**config.mk**
```make
export PLATFORM = sky130hd
export DESIGN_NAME = log2_newton_fixed_point
export DESIGN_NICKNAME = d
export VERILOG_FILES = /design/src/sv/lnf_pkg.sv /design/src/sv/lnf_fifo.sv /design/src/sv/lnf_front.sv /design/src/sv/lnf_mdu.sv /design/src/sv/lnf_back.sv /design/src/sv/log2_newton_fixed_point.sv
export VERILOG_INCLUDE_DIRS = /design/src /design/src/sv
export SDC_FILE = /design/constraint.sdc
export NUM_CORES = 2
export LEC_CHECK = 0
export ABC_CLOCK_PERIOD_IN_PS = 15000
export BUFFER_PORTS_ARGS = -buffer_cell sky130_fd_sc_hd__buf_2
export CAP_MARGIN = 20
export CORE_MARGIN = 3
export CORE_UTILIZATION = 55
export CTS_BUF_LIST = sky130_fd_sc_hd__clkbuf_8
export CTS_CLUSTER_SIZE = 30
export DETAILED_ROUTE_END_ITERATION = 6
export PLACE_DENSITY = 0.69
export SLEW_MARGIN = 10
export SYNTH_ARGS = -nofsm -noshare
export SYNTH_HDL_FRONTEND = slang
export SYNTH_SLANG_ARGS = --single-unit
```
**constraint.sdc**
```tcl
create_clock -name clk -period 15 [get_ports clk]
set_input_delay 1.5 -clock clk [delete_from_list [all_inputs] [get_ports clk]]
set_output_delay 1.5 -clock clk [all_outputs]
set_load 0.03 [all_outputs]
```
**src/sv/log2_newton_fixed_point_macros.svh**
```systemverilog
// Assertion helpers used by the RTL FIFO.
`ifndef LOG2_NEWTON_FIXED_POINT_MACROS_SVH
`define LOG2_NEWTON_FIXED_POINT_MACROS_SVH

// Same-cycle implication.
`define LNF_ASSERT_NOW(label, clk, rst_n, ante, cons) \
	label: assert property (@(posedge clk) disable iff (!rst_n) (ante) |-> (cons)) \
		else $error("lnf assertion failed");

// Next-cycle implication.
`define LNF_ASSERT_NEXT(label, clk, rst_n, ante, cons) \
	label: assert property (@(posedge clk) disable iff (!rst_n) (ante) |=> (cons)) \
		else $error("lnf assertion failed");

`endif

```
**src/sv/lnf_pkg.sv**
```systemverilog
package lnf_pkg;

	localparam int DW = 64;
	localparam int SERIES_MAX = 64;
	localparam logic [63:0] LN2_Q62 = 64'h2C5C85FDF473DE6B;
	localparam logic [63:0] INVLN2_Q62 = 64'h5C551D94AE0BF85E;
	localparam int QDEPTH = 2;

	localparam logic [1:0] REG_NTOL = 2'd0;
	localparam logic [1:0] REG_STOL = 2'd1;
	localparam logic [1:0] REG_ICAP = 2'd2;

	typedef enum logic {
		MDU_MUL,
		MDU_DIV
	} mdu_op_t;

	typedef struct packed {
		logic start;
		mdu_op_t op;
		logic [DW-1:0] a;
		logic [DW-1:0] b;
	} mdu_req_t;

	typedef struct packed {
		logic done;
		logic [DW-1:0] result;
	} mdu_rsp_t;

	typedef struct packed {
		logic [20:0] log_result;
		logic zero_input;
		logic negative_input;
		logic not_converged;
	} res_item_t;

	function automatic logic [DW-1:0] mag64(input logic [DW-1:0] v);
		logic [DW-1:0] r;
		r = v[DW-1] ? (64'd0 - v) : v;
		return r;
	endfunction

endpackage

```
**src/sv/lnf_fifo.sv**
```systemverilog
`include "log2_newton_fixed_point_macros.svh"

module lnf_fifo #(
	parameter int WIDTH = 8,
	parameter int DEPTH = 2
) (
	input  logic             clk,
	input  logic             arst_n,
	input  logic             push,
	input  logic [WIDTH-1:0] wdata,
	input  logic             pop,
	output logic             full,
	output logic             empty,
	output logic [WIDTH-1:0] rdata
);
	localparam int PW = (DEPTH > 1) ? $clog2(DEPTH) : 1;
	localparam int CW = $clog2(DEPTH + 1);

	logic [WIDTH-1:0] mem_q [DEPTH];
	logic [PW-1:0] wr_q, rd_q;
	logic [CW-1:0] count_q;
	logic do_push, do_pop;

	assign full = (count_q == CW'(DEPTH));
	assign empty = (count_q == '0);
	assign do_push = push && !full;
	assign do_pop = pop && !empty;
	assign rdata = mem_q[rd_q];

	always_ff @(posedge clk) begin
		if (do_push) begin
			mem_q[wr_q] <= wdata;
		end
	end

	always_ff @(posedge clk or negedge arst_n) begin
		if (!arst_n) begin
			wr_q <= '0;
			rd_q <= '0;
			count_q <= '0;
		end else begin
			if (do_push) begin
				wr_q <= (wr_q == PW'(DEPTH - 1)) ? '0 : wr_q + PW'(1);
			end
			if (do_pop) begin
				rd_q <= (rd_q == PW'(DEPTH - 1)) ? '0 : rd_q + PW'(1);
			end
			if (do_push && !do_pop) begin
				count_q <= count_q + CW'(1);
			end else if (do_pop && !do_push) begin
				count_q <= count_q - CW'(1);
			end
		end
	end

	`LNF_ASSERT_NEXT(a_fill, clk, arst_n, do_push && !do_pop, count_q == $past(count_q) + CW'(1))
	`LNF_ASSERT_NEXT(a_drain, clk, arst_n, do_pop && !do_push, count_q == $past(count_q) - CW'(1))
	`LNF_ASSERT_NOW(a_ptrs, clk, arst_n, empty || full, wr_q == rd_q)
endmodule

```
**src/sv/lnf_front.sv**
```systemverilog
module lnf_front #(
	parameter int IN_WIDTH = 32,
	parameter int FRAC_BITS = 16,
	parameter int INNER_FRAC = 30,
	parameter int ITEM_W = 42
) (
	input  logic                       clk,
	input  logic                       arst_n,
	input  logic                       push,
	input  logic signed [IN_WIDTH-1:0] value_in,
	output logic                       full,
	output logic                       q_push,
	input  logic                       q_full,
	output logic [ITEM_W-1:0]          q_data
);
	import lnf_pkg::*;

	localparam int CW = $clog2(IN_WIDTH);
	localparam int RSH = (IN_WIDTH - 1 >= INNER_FRAC) ? (IN_WIDTH - 1 - INNER_FRAC) : 0;
	localparam int LSH = (IN_WIDTH - 1 >= INNER_FRAC) ? 0 : (INNER_FRAC - IN_WIDTH + 1);

	typedef enum logic [1:0] {
		F_IDLE,
		F_NORM,
		F_PUSH
	} fstate_t;

	fstate_t state_q;
	logic [IN_WIDTH-1:0] mag_q;
	logic [CW-1:0] cnt_q;
	logic neg_q, zero_q, one_q;

	logic in_neg, in_zero, in_one;
	logic [IN_WIDTH-1:0] in_mag;
	logic [DW-1:0] m64;
	logic [6:0] p;
	logic [7:0] k;

	assign in_neg = value_in[IN_WIDTH-1];
	assign in_mag = in_neg ? (IN_WIDTH'(0) - IN_WIDTH'(value_in)) : IN_WIDTH'(value_in);
	assign in_zero = (in_mag == '0);
	assign in_one = (DW'(in_mag) == (64'd1 << FRAC_BITS));

	assign full = (state_q != F_IDLE);
	assign q_push = (state_q == F_PUSH) && !q_full;

	assign m64 = (DW'(mag_q) >> RSH) << LSH;
	assign p = 7'(IN_WIDTH - 1) - 7'(cnt_q);
	assign k = 8'(p) - 8'(FRAC_BITS);
	assign q_data = {m64[INNER_FRAC:0], k, neg_q, zero_q, one_q};

	always_ff @(posedge clk or negedge arst_n) begin
		if (!arst_n) begin
			state_q <= F_IDLE;
			mag_q <= '0;
			cnt_q <= '0;
			neg_q <= 1'b0;
			zero_q <= 1'b0;
			one_q <= 1'b0;
		end else begin
			case (state_q)
				F_IDLE: begin
					if (push) begin
						mag_q <= in_mag;
						cnt_q <= '0;
						neg_q <= in_neg;
						zero_q <= in_zero;
						one_q <= in_one;
						state_q <= (in_zero || in_one) ? F_PUSH : F_NORM;
					end
				end
				F_NORM: begin
					if (mag_q[IN_WIDTH-1]) begin
						state_q <= F_PUSH;
					end else begin
						mag_q <= mag_q << 1;
						cnt_q <= cnt_q + CW'(1);
					end
				end
				F_PUSH: begin
					if (!q_full) begin
						state_q <= F_IDLE;
					end
				end
				default: begin
					state_q <= F_IDLE;
				end
			endcase
		end
	end
endmodule

```
**src/sv/lnf_mdu.sv**
```systemverilog
module lnf_mdu #(
	parameter int INNER_FRAC = 30
) (
	input  logic              clk,
	input  logic              arst_n,
	input  lnf_pkg::mdu_req_t req,
	output lnf_pkg::mdu_rsp_t rsp
);
	import lnf_pkg::*;

	typedef enum logic [1:0] {
		U_IDLE,
		U_MUL,
		U_DIV
	} ustate_t;

	ustate_t state_q;
	logic [DW-1:0] am_q, bm_q, acc_q, rem_q, n_q;
	logic [5:0] cnt_q;
	logic neg_q;
	mdu_rsp_t rsp_q;

	logic [DW-1:0] acc_next, prod;
	logic [DW:0] rem_sh;
	logic ge;
	logic [DW-1:0] rem_next, n_next;
	logic last_step;

	assign acc_next = acc_q
		+ (bm_q[0] ? am_q : '0)
		+ (bm_q[1] ? (am_q << 1) : '0)
		+ (bm_q[2] ? (am_q << 2) : '0)
		+ (bm_q[3] ? (am_q << 3) : '0);
	assign prod = acc_next >> INNER_FRAC;

	assign rem_sh = {rem_q, n_q[DW-1]};
	assign ge = (rem_sh >= {1'b0, bm_q});
	assign rem_next = ge ? DW'(rem_sh - {1'b0, bm_q}) : rem_sh[DW-1:0];
	assign n_next = {n_q[DW-2:0], ge};

	assign last_step = ((state_q == U_MUL) && (cnt_q == 6'd15))
		|| ((state_q == U_DIV) && (cnt_q == 6'd63));

	assign rsp = rsp_q;

	always_ff @(posedge clk or negedge arst_n) begin
		if (!arst_n) begin
			state_q <= U_IDLE;
			am_q <= '0;
			bm_q <= '0;
			acc_q <= '0;
			rem_q <= '0;
			n_q <= '0;
			cnt_q <= '0;
			neg_q <= 1'b0;
			rsp_q <= '0;
		end else begin
			rsp_q.done <= last_step;
			case (state_q)
				U_IDLE: begin
					if (req.start) begin
						cnt_q <= '0;
						if (req.op == MDU_MUL) begin
							am_q <= mag64(req.a);
							bm_q <= mag64(req.b);
							neg_q <= req.a[DW-1] ^ req.b[DW-1];
							acc_q <= '0;
							state_q <= U_MUL;
						end else begin
							n_q <= req.a;
							bm_q <= req.b;
							rem_q <= '0;
							state_q <= U_DIV;
						end
					end
				end
				U_MUL: begin
					acc_q <= acc_next;
					am_q <= am_q << 4;
					bm_q <= bm_q >> 4;
					cnt_q <= cnt_q + 6'd1;
					if (cnt_q == 6'd15) begin
						rsp_q.result <= neg_q ? (64'd0 - prod) : prod;
						state_q <= U_IDLE;
					end
				end
				U_DIV: begin
					rem_q <= rem_next;
					n_q <= n_next;
					cnt_q <= cnt_q + 6'd1;
					if (cnt_q == 6'd63) begin
						rsp_q.result <= n_next;
						state_q <= U_IDLE;
					end
				end
				default: begin
					state_q <= U_IDLE;
				end
			endcase
		end
	end
endmodule

```
**src/sv/lnf_back.sv**
```systemverilog
module lnf_back #(
	parameter int FRAC_BITS = 16,
	parameter int INNER_FRAC = 30,
	parameter int ITEM_W = 42
) (
	input  logic                  clk,
	input  logic                  arst_n,
	input  logic [15:0]           ntol,
	input  logic [15:0]           stol,
	input  logic [6:0]            icap,
	input  logic                  q_empty,
	input  logic [ITEM_W-1:0]     q_data,
	output logic                  q_pop,
	input  logic                  o_full,
	output logic                  o_push,
	output lnf_pkg::res_item_t    o_data
);
	import lnf_pkg::*;

	localparam logic [DW-1:0] ONE = 64'd1 << INNER_FRAC;
	localparam logic [DW-1:0] QMAX = (64'd1 << (INNER_FRAC + 3)) - 64'd1;
	localparam logic signed [DW-1:0] XLIM = (64'sd1 <<< (INNER_FRAC + 1)) - 64'sd1;
	localparam logic [DW-1:0] LN2C =
		(LN2_Q62 + (64'd1 << (61 - INNER_FRAC))) >> (62 - INNER_FRAC);
	localparam logic [DW-1:0] INVLN2C =
		(INVLN2_Q62 + (64'd1 << (61 - INNER_FRAC))) >> (62 - INNER_FRAC);
	localparam int SHIFT = (INNER_FRAC > FRAC_BITS) ? (INNER_FRAC - FRAC_BITS) : 0;
	localparam logic [DW-1:0] HALF = (SHIFT > 0) ? (64'd1 << (SHIFT - 1)) : 64'd0;
	localparam logic signed [DW-1:0] RMAX = 64'sd1048575;
	localparam logic signed [DW-1:0] RMIN = -64'sd1048576;

	typedef enum logic [3:0] {
		B_IDLE,
		B_Y,
		B_TMUL,
		B_TDIV,
		B_QDIV,
		B_DMUL,
		B_FIN,
		B_OUT
	} bstate_t;

	bstate_t state_q;
	mdu_req_t req_q;
	mdu_rsp_t rsp;
	logic [INNER_FRAC:0] m_q;
	logic [7:0] k_q;
	logic neg_q, nc_q, tneg_q;
	logic [DW-1:0] x_q, y_q, sum_q;
	logic [6:0] f_q, i_q;
	logic [20:0] res_q;

	logic [INNER_FRAC:0] it_m;
	logic [7:0] it_k;
	logic it_neg, it_zero, it_one;
	logic zero_q;
	logic [DW-1:0] term_new, sum_new, s_div, q_sat, xsum, xn, m_sh;
	logic term_more, conv, issue;
	logic signed [DW-1:0] total, shr, rclip;

	lnf_mdu #(.INNER_FRAC(INNER_FRAC)) u_mdu (
		.clk   (clk),
		.arst_n(arst_n),
		.req   (req_q),
		.rsp   (rsp)
	);

	assign {it_m, it_k, it_neg, it_zero, it_one} = q_data;
	assign q_pop = (state_q == B_IDLE) && !q_empty && !o_full;
	assign o_push = (state_q == B_OUT);
	assign o_data.log_result = res_q;
	assign o_data.zero_input = zero_q;
	assign o_data.negative_input = neg_q;
	assign o_data.not_converged = nc_q;

	assign term_new = tneg_q ? (64'd0 - rsp.result) : rsp.result;
	assign sum_new = sum_q + term_new;
	assign term_more = (mag64(term_new) > DW'(stol)) && (f_q + 7'd1 <= 7'(SERIES_MAX));
	assign s_div = (sum_new[DW-1] || sum_new == '0) ? ONE : sum_new;
	assign m_sh = DW'(m_q) << INNER_FRAC;
	assign q_sat = (rsp.result > QMAX) ? QMAX : rsp.result;
	assign xsum = x_q + rsp.result;
	assign xn = ($signed(xsum) > XLIM) ? XLIM :
		($signed(xsum) < -XLIM - 64'sd1) ? (-XLIM - 64'sd1) : xsum;
	assign conv = mag64(xn - x_q) < DW'(ntol);

	assign issue = ((state_q == B_IDLE) && q_pop && !it_zero && !it_one && (icap != '0))
		|| ((state_q == B_DMUL) && rsp.done && !conv && (i_q + 7'd1 < icap))
		|| (rsp.done && ((state_q == B_Y) || (state_q == B_TMUL)
			|| (state_q == B_TDIV) || (state_q == B_QDIV)));

	assign total = $signed(x_q) + ($signed({{(DW-8){k_q[7]}}, k_q}) <<< INNER_FRAC);
	assign shr = (total + $signed(HALF)) >>> SHIFT;
	assign rclip = (shr > RMAX) ? RMAX : (shr < RMIN) ? RMIN : shr;

	always_ff @(posedge clk or negedge arst_n) begin
		if (!arst_n) begin
			state_q <= B_IDLE;
			req_q <= '0;
			m_q <= '0;
			k_q <= '0;
			neg_q <= 1'b0;
			zero_q <= 1'b0;
			nc_q <= 1'b0;
			tneg_q <= 1'b0;
			x_q <= '0;
			y_q <= '0;
			sum_q <= '0;
			f_q <= '0;
			i_q <= '0;
			res_q <= '0;
		end else begin
			req_q.start <= issue;
			case (state_q)
				B_IDLE: begin
					if (q_pop) begin
						m_q <= it_m;
						k_q <= it_k;
						neg_q <= it_neg;
						zero_q <= it_zero;
						x_q <= DW'(it_m) >> 1;
						i_q <= '0;
						if (it_zero || it_one) begin
							res_q <= '0;
							nc_q <= 1'b0;
							state_q <= B_OUT;
						end else if (icap == '0) begin
							nc_q <= 1'b1;
							state_q <= B_FIN;
						end else begin
							req_q.op <= MDU_MUL;
							req_q.a <= DW'(it_m) >> 1;
							req_q.b <= LN2C;
							state_q <= B_Y;
						end
					end
				end
				B_Y: begin
					if (rsp.done) begin
						y_q <= rsp.result;
						sum_q <= ONE;
						f_q <= 7'd1;
						req_q.op <= MDU_MUL;
						req_q.a <= ONE;
						req_q.b <= rsp.result;
						state_q <= B_TMUL;
					end
				end
				B_TMUL: begin
					if (rsp.done) begin
						tneg_q <= rsp.result[DW-1];
						req_q.op <= MDU_DIV;
						req_q.a <= mag64(rsp.result);
						req_q.b <= DW'(f_q);
						state_q <= B_TDIV;
					end
				end
				B_TDIV: begin
					if (rsp.done) begin
						sum_q <= sum_new;
						f_q <= f_q + 7'd1;
						if (term_more) begin
							req_q.op <= MDU_MUL;
							req_q.a <= term_new;
							req_q.b <= y_q;
							state_q <= B_TMUL;
						end else begin
							req_q.op <= MDU_DIV;
							req_q.a <= m_sh;
							req_q.b <= s_div;
							state_q <= B_QDIV;
						end
					end
				end
				B_QDIV: begin
					if (rsp.done) begin
						req_q.op <= MDU_MUL;
						req_q.a <= q_sat - ONE;
						req_q.b <= INVLN2C;
						state_q <= B_DMUL;
					end
				end
				B_DMUL: begin
					if (rsp.done) begin
						x_q <= xn;
						i_q <= i_q + 7'd1;
						if (conv) begin
							nc_q <= 1'b0;
							state_q <= B_FIN;
						end else if (i_q + 7'd1 >= icap) begin
							nc_q <= 1'b1;
							state_q <= B_FIN;
						end else begin
							req_q.op <= MDU_MUL;
							req_q.a <= xn;
							req_q.b <= LN2C;
							state_q <= B_Y;
						end
					end
				end
				B_FIN: begin
					res_q <= rclip[20:0];
					state_q <= B_OUT;
				end
				B_OUT: begin
					state_q <= B_IDLE;
				end
				default: begin
					state_q <= B_IDLE;
				end
			endcase
		end
	end
endmodule

```
**src/sv/log2_newton_fixed_point.sv**
```systemverilog
// Base-2 logarithm of the magnitude of a signed Q16.16 value, returned as signed Q.16 with
// zero, negative and not-converged flags. Requests are pushed into a queue-like input and
// results are popped in order from a two-entry output queue. The front normalizes the
// magnitude one bit per cycle and hands it to the back through a two-entry queue; the
// back runs Newton-Raphson on one shared multiply/divide unit, evaluating a power series
// for each iteration. Zero and exactly one skip the normalization and the iteration.
module log2_newton_fixed_point #(
	parameter int IN_WIDTH = 32,
	parameter int FRAC_BITS = 16,
	parameter int INNER_FRAC = 30
) (
	input  logic                       clk,
	input  logic                       arst_n,
	input  logic                       push,
	output logic                       full,
	input  logic signed [IN_WIDTH-1:0] value_in,
	output logic                       empty,
	input  logic                       pop,
	output logic signed [20:0]         log_result,
	output logic                       zero_input,
	output logic                       negative_input,
	output logic                       not_converged,
	input  logic                       psel,
	input  logic                       penable,
	input  logic                       pwrite,
	input  logic [3:0]                 paddr,
	input  logic [31:0]                pwdata,
	output logic [31:0]                prdata,
	output logic                       pready
);
	import lnf_pkg::*;

	localparam int ITEM_W = INNER_FRAC + 12;
	localparam int RES_W = $bits(res_item_t);

	logic [15:0] ntol_q, stol_q;
	logic [6:0] icap_q;
	logic cfg_we;

	logic fq_push, fq_full, fq_empty, fq_pop;
	logic [ITEM_W-1:0] fq_wdata, fq_rdata;
	logic oq_push, oq_full;
	res_item_t oq_wdata, oq_rdata;
	logic [RES_W-1:0] oq_rbits;

	assign pready = 1'b1;
	assign cfg_we = psel && penable && pwrite && pready;

	always_ff @(posedge clk or negedge arst_n) begin
		if (!arst_n) begin
			ntol_q <= 16'd1;
			stol_q <= 16'd1;
			icap_q <= 7'd32;
		end else if (cfg_we) begin
			case (paddr[3:2])
				REG_NTOL: ntol_q <= pwdata[15:0];
				REG_STOL: stol_q <= pwdata[15:0];
				REG_ICAP: icap_q <= pwdata[6:0];
				default: ;
			endcase
		end
	end

	always_comb begin
		case (paddr[3:2])
			REG_NTOL: prdata = {16'd0, ntol_q};
			REG_STOL: prdata = {16'd0, stol_q};
			REG_ICAP: prdata = {25'd0, icap_q};
			default: prdata = '0;
		endcase
	end

	lnf_front #(
		.IN_WIDTH  (IN_WIDTH),
		.FRAC_BITS (FRAC_BITS),
		.INNER_FRAC(INNER_FRAC),
		.ITEM_W    (ITEM_W)
	) u_front (
		.clk     (clk),
		.arst_n  (arst_n),
		.push    (push),
		.value_in(value_in),
		.full    (full),
		.q_push  (fq_push),
		.q_full  (fq_full),
		.q_data  (fq_wdata)
	);

	lnf_fifo #(.WIDTH(ITEM_W), .DEPTH(QDEPTH)) u_mid_q (
		.clk   (clk),
		.arst_n(arst_n),
		.push  (fq_push),
		.wdata (fq_wdata),
		.pop   (fq_pop),
		.full  (fq_full),
		.empty (fq_empty),
		.rdata (fq_rdata)
	);

	lnf_back #(
		.FRAC_BITS (FRAC_BITS),
		.INNER_FRAC(INNER_FRAC),
		.ITEM_W    (ITEM_W)
	) u_back (
		.clk    (clk),
		.arst_n (arst_n),
		.ntol   (ntol_q),
		.stol   (stol_q),
		.icap   (icap_q),
		.q_empty(fq_empty),
		.q_data (fq_rdata),
		.q_pop  (fq_pop),
		.o_full (oq_full),
		.o_push (oq_push),
		.o_data (oq_wdata)
	);

	lnf_fifo #(.WIDTH(RES_W), .DEPTH(QDEPTH)) u_out_q (
		.clk   (clk),
		.arst_n(arst_n),
		.push  (oq_push),
		.wdata (oq_wdata),
		.pop   (pop),
		.full  (oq_full),
		.empty (empty),
		.rdata (oq_rbits)
	);

	assign oq_rdata = oq_rbits;
	assign log_result = oq_rdata.log_result;
	assign zero_input = oq_rdata.zero_input;
	assign negative_input = oq_rdata.negative_input;
	assign not_converged = oq_rdata.not_converged;
endmodule

```
==> impl_metrics.yaml <==
drt:
  firstDrtPassIters: 7
  drtIter0Drc: 9226
  postRouteAntennaNets: 0
  drc: 10
  wire_per_inst_um: 27.0
  avgViaCountPerCell: 6.66
  num_vias: 79300
  drt-total-wl_um: 322000
job:
  drv_cap: 0
timing:
  hold_viol: 0
  max_freq_mhz: 69.7
  setup_tns_ns: 0
  period_share_pct: 95.6
  rsz0062_at_grt: "false"
  whs_ns: 0.469
  period_needed_ns: 14.34
  setup_violations: 0
  relSlewSlack_pct: 14.0
  drv_slew: 0
  fin_skew_ns: 0.0711
  worst_pin_slew_ns: 1.29
setup_path:
  worst_path_most_repeated_cell: "buf_4"
  startpoint_type: "flop"
  slowest_stage: "ha_1"
  required_ns: 15.84
  cpPeakStageDelay_ns: 1.00
  path_class: "flop to flop"
  path_max_fanout: 36
  cp_data_arrival_time_ns: 15.18
  end_kind: "flop"
finish:
  syn_to_final_growth_pct: 8.04
  final_cells: 11900
  fill_cells: 13400
  drive_gt1_share_pct: 9.62
  layout_common_cells: "nand2_1, dfrtp_1, o21ai_0, a21oi_1, nor2_1"
  fin_nets: 10400
  seqCellArea_um2: 25900
  fin_util_pct: 60.0
  multiInputGateArea_um2: 54000
  layout_commonest_cell: "nand2_1"
clock_network:
  clk_latency_ns: 1.02
  cts_resized: 0
  cts_setup_buffers: 0
  cts_inserted_buffers: 180
  clkTransAtPathRegs_ns: 0.07
  cts_sinks: 1009
  ctsHoldBuffers: 0
  cts_root_buf: "clkbuf_8"
  ctsHtreeMaxLevel: 4
  clock_path_buffers: 3
  cts_tree: "built"
grt:
  grt_max_degree: 150
  grt_antenna_before_repair: 17
  grt_pass1_wl_um: 478000
  grt.overflow.total: 0
  grt.total_usage_pct: 40.0
  grt_pass1_vias: 74400
die:
  core_area_um2: 150000
  boundaryPins: 134
  start_util_pct: 55.5
  rows: 142
  die-area_um2: 156000
  fp.dieW_um: 395
  die_h_um: 395
synthesis:
  async_flop_share_pct: 87.5
  postSynthCellCount: 9813
  synth.area.top_cells: "dfrtp_1, ha_1, o21ai_0"
  ys_warn_count: 0
  synth_area_per_cell_um2: 8.49
  ys.flop_type: "dfrtp_1"
  synth.top_cell.area_share_pct: 26.4
  yosys.area.top_type: "dfrtp_1"
  yosysSeqAreaShare_pct: 31.1
  syn_area_um2: 83400
  synth.distinct_cells: 109
  synth_edf_count: 126
  yosys_register_bits: 1009
outcome:
  violations: "DRC"
  status: "complete, but fails checks"
place:
  place.gp.congestion: 1.01
  dp_hpwl_um: 247000
  io_buffers: 98
  dp_cells: 11600
hold_path:
  hold_path.class: "flop to flop"
flip-flops by register name, indices dropped and copies added (netlist names), 7 cells and up:
register,count
icap_q,7
ntol_q,16
stol_q,16
u_back.f_q,7
u_back.i_q,7
u_back.m_q,31
u_back.req_q,130
u_back.res_q,21
u_back.sum_q,64
u_back.u_mdu.acc_q,64
u_back.u_mdu.am_q,64
u_back.u_mdu.bm_q,64
u_back.u_mdu.n_q,64
u_back.u_mdu.rem_q,64
u_back.u_mdu.rsp,65
u_back.x_q,64
u_back.y_q,64
u_front.mag_q,32
u_mid_q.mem_q,78
u_out_q.mem_q,48
critical path: cells and delay by family (launching register included):
family / cells / cell delay, ns
XOR/XNOR: 2 / 0.37
AO/OA/AOI/OAI: 20 / 4.82
adder cells (fa/ha/maj): 5 / 2.30
multiplexers: 2 / 0.85
buffers and inverters: 8 / 1.65
flip-flops: 1 / 0.32
AND/OR/NAND/NOR: 18 / 3.68
logic make-up (layout without fill, tap and decap cells):
logic type                 Yosys count  in the layout  share of synthesized area, %
buffers and inverters              955           1003                          4.43
muxes                              398            398                          5.10
and+or+nand+nor                   3208           3208                          18.9
other                                2             27                       0.00901
AOI/OAI and AO/OA                 3012           3012                          23.2
xor gates and xnor gates           635            635                          6.67
DFF                               1009           1009                          31.1
adders and majority gates          594            594                          10.6
worst paths after layout:
check | cells after the start | start | to | slack (ns)
worst max-delay path | 55 | u_back.u_mdu.rsp[0]$_DFFE_PN0P_ | u_back.req_q[111]$_DFFE_PN0P_ | 0.66
worst min-delay path | 0 | u_back.res_q[18]$_DFFE_PN0P_ | u_out_q.mem_q[0][21]$_DFFE_PP_ | 0.47
worst max register to register | 55 | u_back.u_mdu.rsp[0]$_DFFE_PN0P_ | u_back.req_q[111]$_DFFE_PN0P_ | 0.66
worst min register to register | 0 | u_back.res_q[18]$_DFFE_PN0P_ | u_out_q.mem_q[0][21]$_DFFE_PP_ | 0.47
max in group asynchronous | 4 | arst_n | u_back.y_q[33]$_DFFE_PN0P_ | 10.91
min in group asynchronous | 1 | arst_n | u_back.res_q[20]$_DFFE_PN0P_ | 0.58
cell type report:
type / count / share of cell area (%)
diodes: 10 / 0.0278
clock buffers: 219 / 3.35
clock inverters: 116 / 1.10
inverters: 345 / 1.44
multi-input cells: 7864 / 60.0
flip-flops and latches: 1009 / 28.8
well taps: 2016 / 2.80
repair buffers: 323 / 2.53
metal layers:
| layer | track usage [%] | vias up | wire [um] |
|---|---|---|---|
| li1 | - | 35600 | - |
| met3 | 10.6 | 709 | 34300 |
| met2 | 57.9 | 3956 | 135000 |
| met5 | 0.0308 | - | 78 |
| met4 | 15.7 | 12 | 14300 |
| met1 | 57.1 | 39000 | 138000 |
synthesized netlist by cell type, types with 94 or more instances:
cell,count
and2_1,292
nor2_1,688
nor4_1,96
xor2_1,275
inv_1,342
mux2i_1,195
nand2_1,1041
o31ai_1,95
and3_1,97
nand4_1,122
o21a_1,125
nor3_1,201
o22ai_1,94
fa_1,188
ha_1,406
a31oi_1,123
o21ai_0,854
edfxtp_1,126
xnor2_1,360
a21oi_1,697
clkbuf_1,514
dfrtp_1,880
a21o_1,229
mux2_2,202
nand3_1,188
stage by stage:
step	area (um^2)	worst slack [ns]
after floorplan	83400	3.00
after global placement	86000	1.36
after detailed placement	86000	1.20
after CTS	90000	1.09
after global routing	90000	0.0781
final	90100	0.658
Power is left out: the tool's default activity adds up to more than one toggle a clock period on the data nets, which glitch-free logic cannot reach.
